<file path="src/rtl/svwps_pkg.sv">
// ----------------------------------------------------------------------------
// svwps_pkg
// Shared types and constants of the sixteen-voice wavetable and PCM synth.
// ----------------------------------------------------------------------------
package svwps_pkg;

  localparam int VOICES_DEF        = 16;
  localparam int ROM_ADDR_BITS_DEF = 20;
  localparam int RAM_BYTES         = 8192;
  localparam int RAM_ADDR_W        = 13;
  localparam int ROM_FIELD_W       = 20;
  localparam int Q_DEPTH           = 2;
  localparam int Q_PTR_W           = 1;
  localparam int Q_CNT_W           = 2;
  localparam int VOL_UNIT          = 32 * 256 / 30;
  localparam logic [31:0] CLOCK_RATIO_RESET = 32'h0001_0000;

  localparam logic [1:0] OP_READ  = 2'd0;
  localparam logic [1:0] OP_WRITE = 2'd1;
  localparam logic [1:0] OP_TICK  = 2'd2;
  localparam logic [1:0] OP_LOAD  = 2'd3;

  localparam logic CFG_CLOCK_RATIO = 1'b0;
  localparam logic CFG_ADDRESS_XOR = 1'b1;

  typedef struct packed {
    logic [1:0]             op;
    logic [RAM_ADDR_W-1:0]  addr;
    logic [7:0]             data;
    logic [ROM_FIELD_W-1:0] rom_addr;
    logic                   keyon;
  } item_t;

  typedef struct packed {
    logic  valid;
    item_t item;
  } queue_head_t;

  typedef struct packed {
    logic pop;
    logic clearing;
  } back_ctl_t;

endpackage

</file>
<file path="src/rtl/svwps_ifs.sv">
// ----------------------------------------------------------------------------
// svwps_ifs
// Valid/ready channels for synth items and results.
// ----------------------------------------------------------------------------
interface svwps_in_if;
  logic                              valid;
  logic                              ready;
  logic [1:0]                        operation;
  logic [svwps_pkg::RAM_ADDR_W-1:0]  bus_address;
  logic [7:0]                        write_data;
  logic [svwps_pkg::ROM_FIELD_W-1:0] rom_address;

  modport source (output valid, operation, bus_address, write_data, rom_address,
                  input ready);
  modport sink (input valid, operation, bus_address, write_data, rom_address,
                output ready);
endinterface


</file>
<file path="src/rtl/svwps_front.sv">
// ----------------------------------------------------------------------------
// svwps_front
// Accepts items, applies the address XOR, flags key-on candidates, queues them.
// ----------------------------------------------------------------------------
module svwps_front #(
  parameter int VOICES = svwps_pkg::VOICES_DEF
) (
  input  logic                             clk,
  input  logic                             rst,
  svwps_in_if.sink                         in_ch,
  input  logic [svwps_pkg::RAM_ADDR_W-1:0] address_xor,
  input  svwps_pkg::back_ctl_t             ctl,
  output svwps_pkg::queue_head_t           head
);

  svwps_pkg::item_t                  q_mem [svwps_pkg::Q_DEPTH];
  logic [svwps_pkg::Q_PTR_W-1:0]     wr_ptr;
  logic [svwps_pkg::Q_PTR_W-1:0]     rd_ptr;
  logic [svwps_pkg::Q_CNT_W-1:0]     count;
  svwps_pkg::item_t                  cls;
  logic [svwps_pkg::RAM_ADDR_W-1:0]  eff_addr;
  logic                              push;
  logic                              pop;

  assign in_ch.ready = (count != svwps_pkg::Q_CNT_W'(svwps_pkg::Q_DEPTH)) && !ctl.clearing;
  assign push = in_ch.valid && in_ch.ready;
  assign pop  = ctl.pop && (count != '0);

  always_comb begin
    eff_addr     = in_ch.bus_address ^ address_xor;
    cls.op       = in_ch.operation;
    cls.addr     = eff_addr;
    cls.data     = in_ch.write_data;
    cls.rom_addr = in_ch.rom_address;
    cls.keyon    = (32'(eff_addr[svwps_pkg::RAM_ADDR_W-1:3]) < VOICES) &&
                   (eff_addr[2:0] == 3'd0) && in_ch.write_data[0];
  end

  always_ff @(posedge clk) begin
    if (push) q_mem[wr_ptr] <= cls;
  end

  always_ff @(posedge clk) begin
    if (rst) begin
      wr_ptr <= '0;
      rd_ptr <= '0;
      count  <= '0;
    end else begin
      if (push) wr_ptr <= wr_ptr + 1'b1;
      if (pop) rd_ptr <= rd_ptr + 1'b1;
      count <= count + Q_CNT_W_ONE(push) - Q_CNT_W_ONE(pop);
    end
  end

  function automatic logic [svwps_pkg::Q_CNT_W-1:0] Q_CNT_W_ONE(input logic b);
    Q_CNT_W_ONE = {{(svwps_pkg::Q_CNT_W-1){1'b0}}, b};
  endfunction

  assign head.valid = (count != '0);
  assign head.item  = q_mem[rd_ptr];

endmodule

</file>
<file path="src/flat_wrapper.sv">
// flat-port wrapper written by rule: the top's interface ports become plain ports
module svwps_front_flat 
#(
  parameter int VOICES = svwps_pkg::VOICES_DEF
)
  (clk, rst, address_xor, ctl, head, in_ch_valid, in_ch_operation, in_ch_bus_address, in_ch_write_data, in_ch_rom_address, in_ch_ready);
  svwps_in_if in_ch_i ();
  input  logic clk;
  input  logic rst;
  input  logic [svwps_pkg::RAM_ADDR_W-1:0] address_xor;
  input  svwps_pkg::back_ctl_t ctl;
  output svwps_pkg::queue_head_t head;
  input wire logic [$bits(in_ch_i.valid)-1:0] in_ch_valid;
  input wire logic [$bits(in_ch_i.operation)-1:0] in_ch_operation;
  input wire logic [$bits(in_ch_i.bus_address)-1:0] in_ch_bus_address;
  input wire logic [$bits(in_ch_i.write_data)-1:0] in_ch_write_data;
  input wire logic [$bits(in_ch_i.rom_address)-1:0] in_ch_rom_address;
  output wire logic [$bits(in_ch_i.ready)-1:0] in_ch_ready;
  assign in_ch_i.valid = in_ch_valid;
  assign in_ch_i.operation = in_ch_operation;
  assign in_ch_i.bus_address = in_ch_bus_address;
  assign in_ch_i.write_data = in_ch_write_data;
  assign in_ch_i.rom_address = in_ch_rom_address;
  assign in_ch_ready = in_ch_i.ready;
  svwps_front #(.VOICES(VOICES)) u_core (.clk(clk), .rst(rst), .in_ch(in_ch_i), .address_xor(address_xor), .ctl(ctl), .head(head));
endmodule
</file>
<file path="config.mk">
export PLATFORM = sky130hd
export DESIGN_NAME = svwps_front_flat
export DESIGN_NICKNAME = d
export VERILOG_FILES = /design/src/rtl/svwps_pkg.sv /design/src/rtl/svwps_ifs.sv /design/src/rtl/svwps_front.sv /design/src/flat_wrapper.sv
export SDC_FILE = /design/constraint.sdc
export NUM_CORES = 1
export LEC_CHECK = 0
export BUFFER_PORTS_ARGS = -buffer_cell sky130_fd_sc_hd__buf_2
export CAP_MARGIN = 20
export CELL_PAD_IN_SITES_DETAIL_PLACEMENT = 1
export CELL_PAD_IN_SITES_GLOBAL_PLACEMENT = 1
export CORE_UTILIZATION = 34
export DETAILED_ROUTE_END_ITERATION = 10
export HOLD_SLACK_MARGIN = 0.12
export PLACE_DENSITY = 0.72
export SLEW_MARGIN = 20
export SYNTH_ARGS = -nofsm -noshare
export SYNTH_HDL_FRONTEND = slang
export SYNTH_SLANG_ARGS = --single-unit
export TNS_END_PERCENT = 30
</file>
<file path="constraint.sdc">
create_clock -name clk -period 6.7 [get_ports clk]
set_clock_uncertainty 0.1 [all_clocks]
set_input_delay 2.01 -clock clk [delete_from_list [all_inputs] [get_ports clk]]
set_output_delay 2.01 -clock clk [all_outputs]
set_load 0.01 [all_outputs]
</file>
* After elaboration in Yosys (flattened, before gate mapping)
Memory sizes are Yosys's and may differ from the RTL's. A register that Yosys moved wholly into a read port is not among the register bits. Cells that the tools add are included.
Operators by class: add/sub/neg operators 4, $lt $le $gt $ge 1, equal/unequal tests 1, mux-type cells 4, bitwise logic cells 1, reduce and logical (&&, ||, !) cells 8
Operators by type and width (count):
- $xor A13 B13 Y13 | 1
- $lt A10 B5 Y1 const B | 1
- $logic_and A1 B1 Y1 | 5
- $mux W1 | 4
- $logic_not A3 Y1 | 1
- $add A1 B1 Y1 const B | 2
- $add A2 B1 Y2 | 1
- $ne A2 B2 Y1 const B | 1
- $reduce_bool A2 Y1 | 1
- $sub A2 B1 Y2 | 1
- $logic_not A1 Y1 | 1
Word-level totals: register bits after elaboration 4, bits in writable memories 88, input bits 61, output and inout bits 46, word-level logic and storage cells 23, memories 1
Memories:
- u_core.q_mem | depth 2, width 44, read ports 1, clocked after memory_dff 1, write ports 1, RTL line svwps_front.sv:16 | svwps_pkg::item_t q_mem [svwps_pkg::Q_DEPTH];

* Depth between registers and ports, before layout
word-level depth 5, depth in mapped cells 7, gate-level depth less buffers 7

* Worst setup path after synthesis
OpenSTA, ideal clock, no wires.
kind input to output, start in ctl[0] in the netlist's numbering, end out in_ch_ready, arrival 2.179 ns, required time 4.590 ns, slack 2.411 ns, stages 1, path buffers 0, cell sequence nor2_1
On the way: cells in the longest elaborated chain, start to end 2
Ends and longest elaborated chain:
- start, declared | RTL line flat_wrapper.sv:11 | input svwps_pkg::back_ctl_t ctl;
- $logic_not A1 Y1 | RTL line svwps_front.sv:25 | assign in_ch.ready = (count != svwps_pkg::Q_CNT_W'(svwps_pkg::Q_DEPTH)) && !ctl.clearing;
- $logic_and A1 B1 Y1 | RTL line svwps_front.sv:25
- end, declared | RTL line flat_wrapper.sv:18 | output wire logic [$bits(in_ch_i.ready)-1:0] in_ch_ready;
No other way between the ends.

* Worst setup path in the final report
Same ends and word-level chain as after synthesis.

==> summary.md <==
| Metric | Value |
|---|---|
| Status | complete, no violations |
| CTS Buf Count | 9 |
| Worst-path cell chain | buf_2, nor2_1, buf_2 |
| Netlist cell types | 21 |
| Setup TNS | 0 ps |
| Tot GR Track Use | 11.6% |
| Pin count of the biggest net entering global routing | 46 |
| Initial antenna violation count | 0 |
| Final setup margin | 2210 ps |
| H-tree levels | 3 |
| Hold depth | 2 |
| Largest family of logic cells by synthesized area | multiplexers |
| Leakage power total | 0.00182 µW |
| Rows | 37 |
| CTS sink cnt | 93 |
| Dpl ws | 2190 ps |
| Vias in the first global route | 1,996 |
| Post-Synth Adder-Cell Area | 0.667% |
| Slew headroom | 43.2% |
| Layout cell share with drive strength beyond 1 | 56.7% |
| Pre-antenna DRT Iters | 4 |
| Routed wire length per instance | 14.8 µm |
| Mapped Avg Cell Area | 20.6 µm² |
| Die height | 107 µm |
| Die Wd | 107 µm |
| Grt ovf | 0 |
| R2R Path Start | u_core.count[1]$_SDFF_PP0_ |
| Worst hold-check path type | flop to flop |
| Vias/cell | 4.38 |
| Critical path endpoint category | output port |
| YS warnings | 0 |
| PwrDens | 319 mW/mm² |
| Core ar. | 0.0105 mm² |
| Clk slew on worst S/H paths | 90 ps |
| Compound-gate portion of the synthesized area | 0.701% |
| Port bufs | 106 |
| Fin crit share | 67.0% |
| Fmax | 223 MHz |
| Final setup viols | 0 |
| Via Count | 1,910 |
| Mux share of post-synthesis cell area | 17.2% |
| RSZ-0062 raised after global routing | no |
| Fin nets | 358 |
| Hold Fails Final Rpt | 0 |
| Hold Crit Start | u_core.rd_ptr$_SDFFE_PP0P_ |
| Post-layout min period | 4490 ps |
| Synth Cell Area | 0.00375 mm² |
| Area growth syn-to-layout | 23.3% |
| RR Endpoint | u_core.q_mem[1][1]$_DFFE_PP_ |
| Die area | 0.0115 mm² |
| First-pass GRT wire length | 9680 µm |
| PostCTS Resize Cnt | 0 |
| ANT cells | 0 |
| Placed wire-length estimate | 4210 µm |
| Slew Limit Fails | 0 |
| Worst Path Max Fanout | 4 |
| Top FF cell, synth | edfxtp_1 |
| Maxcap violations | 0 |
| Number of synthesized flops with an enable pin | 88 |
| 1st-iter DRT viols | 53 |
| Arr. time, crit path | 2380 ps |
| GPL Wtd Cong | 0.661 |
| Crit start category | input pin |
| Peak VDD IR | 0.000133 V |
| Drt drc | 0 |
| TritonCTS clock tree | yes |
| Synth Area in Simple Gates | 2.87% |
| Req. time, crit path | 4590 ps |
| CTS Root Cell | clkbuf_8 |
| Post-synth ARST share | 0% |
| Flops & latches, synth | 93 |
| Slowest cell on the critical path | buf_2 |
| Post-CTS setup buffers | 0 |
| Critical path class | input pin to output port |
| Final Power | 1470 µW |
| Final wirelength | 6450 µm |
| Top Ports | 107 |
| Actual slew at the worst max-slew pin | 852 ps |
| Post-synthesis cell count | 182 |
| Xor and xnor area share after synthesis | 3.50% |
| Slowest cell delay on critical path | 130 ps |
| Antenna Nets Post-Route | 0 |
| Synthesized Nets | 245 |
| Post-CTS Hold Fix Bufs | 0 |
| Clk_lat worst skew | 360 ps |
| Most common cell on crit path | buf_2 |
| Initial Util | 35.7% |
| R2r worst-path depth | 3 |
| Worst reg-to-reg setup slack | 4880 ps |
| Clock Tree Buf Depth | 2 |
| Post-synthesis sequential area ratio | 73.1% |
-- layer usage --
| metal | track usage [%] | vias up | part of all wire (%) |
|---|---|---|---|
| li1 | - | 915 | - |
| met1 | 12.7 | 919 | 41 |
| met2 | 20.4 | 65 | 52 |
| met3 | 2.49 | 11 | 4.5 |
| met4 | 7.34 | 0 | 2.4 |
| met5 | 0 | - | 0 |
-- cell families after synthesis --
group           after synthesis
simple gates                 16
fa+ha+maj                     2
mux                          44
compound gates                3
flops                        93
xor+xnor                     15
buf+inv                       9
-- worst max-delay path: cells and delay by family --
kind / cells / cell delay (ps)
AND/OR/NAND/NOR: 1 / 100
buffers and inverters: 2 / 260
-- worst max-delay path by stage --
stage / from / end
after global routing: ctl[0] / in_ch_ready
after detailed placement: ctl[0] / in_ch_ready
after floorplan: ctl[0] / in_ch_ready
after CTS: ctl[0] / in_ch_ready
after global placement: ctl[0] / in_ch_ready
final: ctl[0] / in_ch_ready
-- state kept, by name, indices dropped and copies added, names as in the netlist, named ones only --
signal / flops
u_core.count: 2
u_core.q_mem: 88
u_core.rd_ptr: 1
u_core.wr_ptr: 1
-- cells in the mapped netlist (all sizes together), types with 2 or more instances --
cell	n	area, µm²
and2	2	12.5
buf	5	56.3
dfxtp	5	100
edfxtp	88	2640
ha	2	25.0
inv	4	15.0
mux2	44	646
nor2	5	18.8
nor2b	2	20.0
nor3	2	10.0
nor4	3	33.8
xor2	14	123
-- through the flow --
stage | util (%) | instance area [µm²] | hold slack, ps | std cells
global placement | 41.9 | 4410 | 395 | 420
global route | 44.0 | 4620 | 484 | 436
finish | 44.0 | 4620 | 420 | 436
detailed placement | 41.9 | 4410 | 404 | 420
floorplan | - | 3750 | 381 | 182
CTS | 44.0 | 4620 | 426 | 436
-- power by group --
group | leakage, µW | switching (µW) | total [µW] | internal, µW
Clock | 0.0000966 | 189 | 397 | 207
Sequential | 0.000848 | 65.0 | 751 | 686
Combinational | 0.000879 | 129 | 327 | 198
-- cells in the final DEF, fill, tap and decap left out, types with 2 or more instances in the layout --
cell type,instances
buf_2,106
edfxtp_1,88
mux2_4,40
xor2_1,14
clkbuf_8,9
nor2_1,5
inv_1,4
mux2_2,4
dfxtp_1,4
clkinvlp_4,3
nor3_1,2
nor4_1,2
ha_1,2
clkinv_1,2
bufinv_16,2
-- final cells by class --
| cell class | count | area (µm²) |
|---|---|---|
| Fill cell | 1083 | 5890 |
| Sequential cell | 93 | 2750 |
| Multi-Input combinational cell | 80 | 938 |
| Timing Repair Buffer | 107 | 538 |
| Tap cell | 136 | 170 |
| Clock buffer | 9 | 124 |
| Clock inverter | 7 | 90.1 |
| Inverter | 4 | 15.0 |
(Power assumes the default switching activity.)
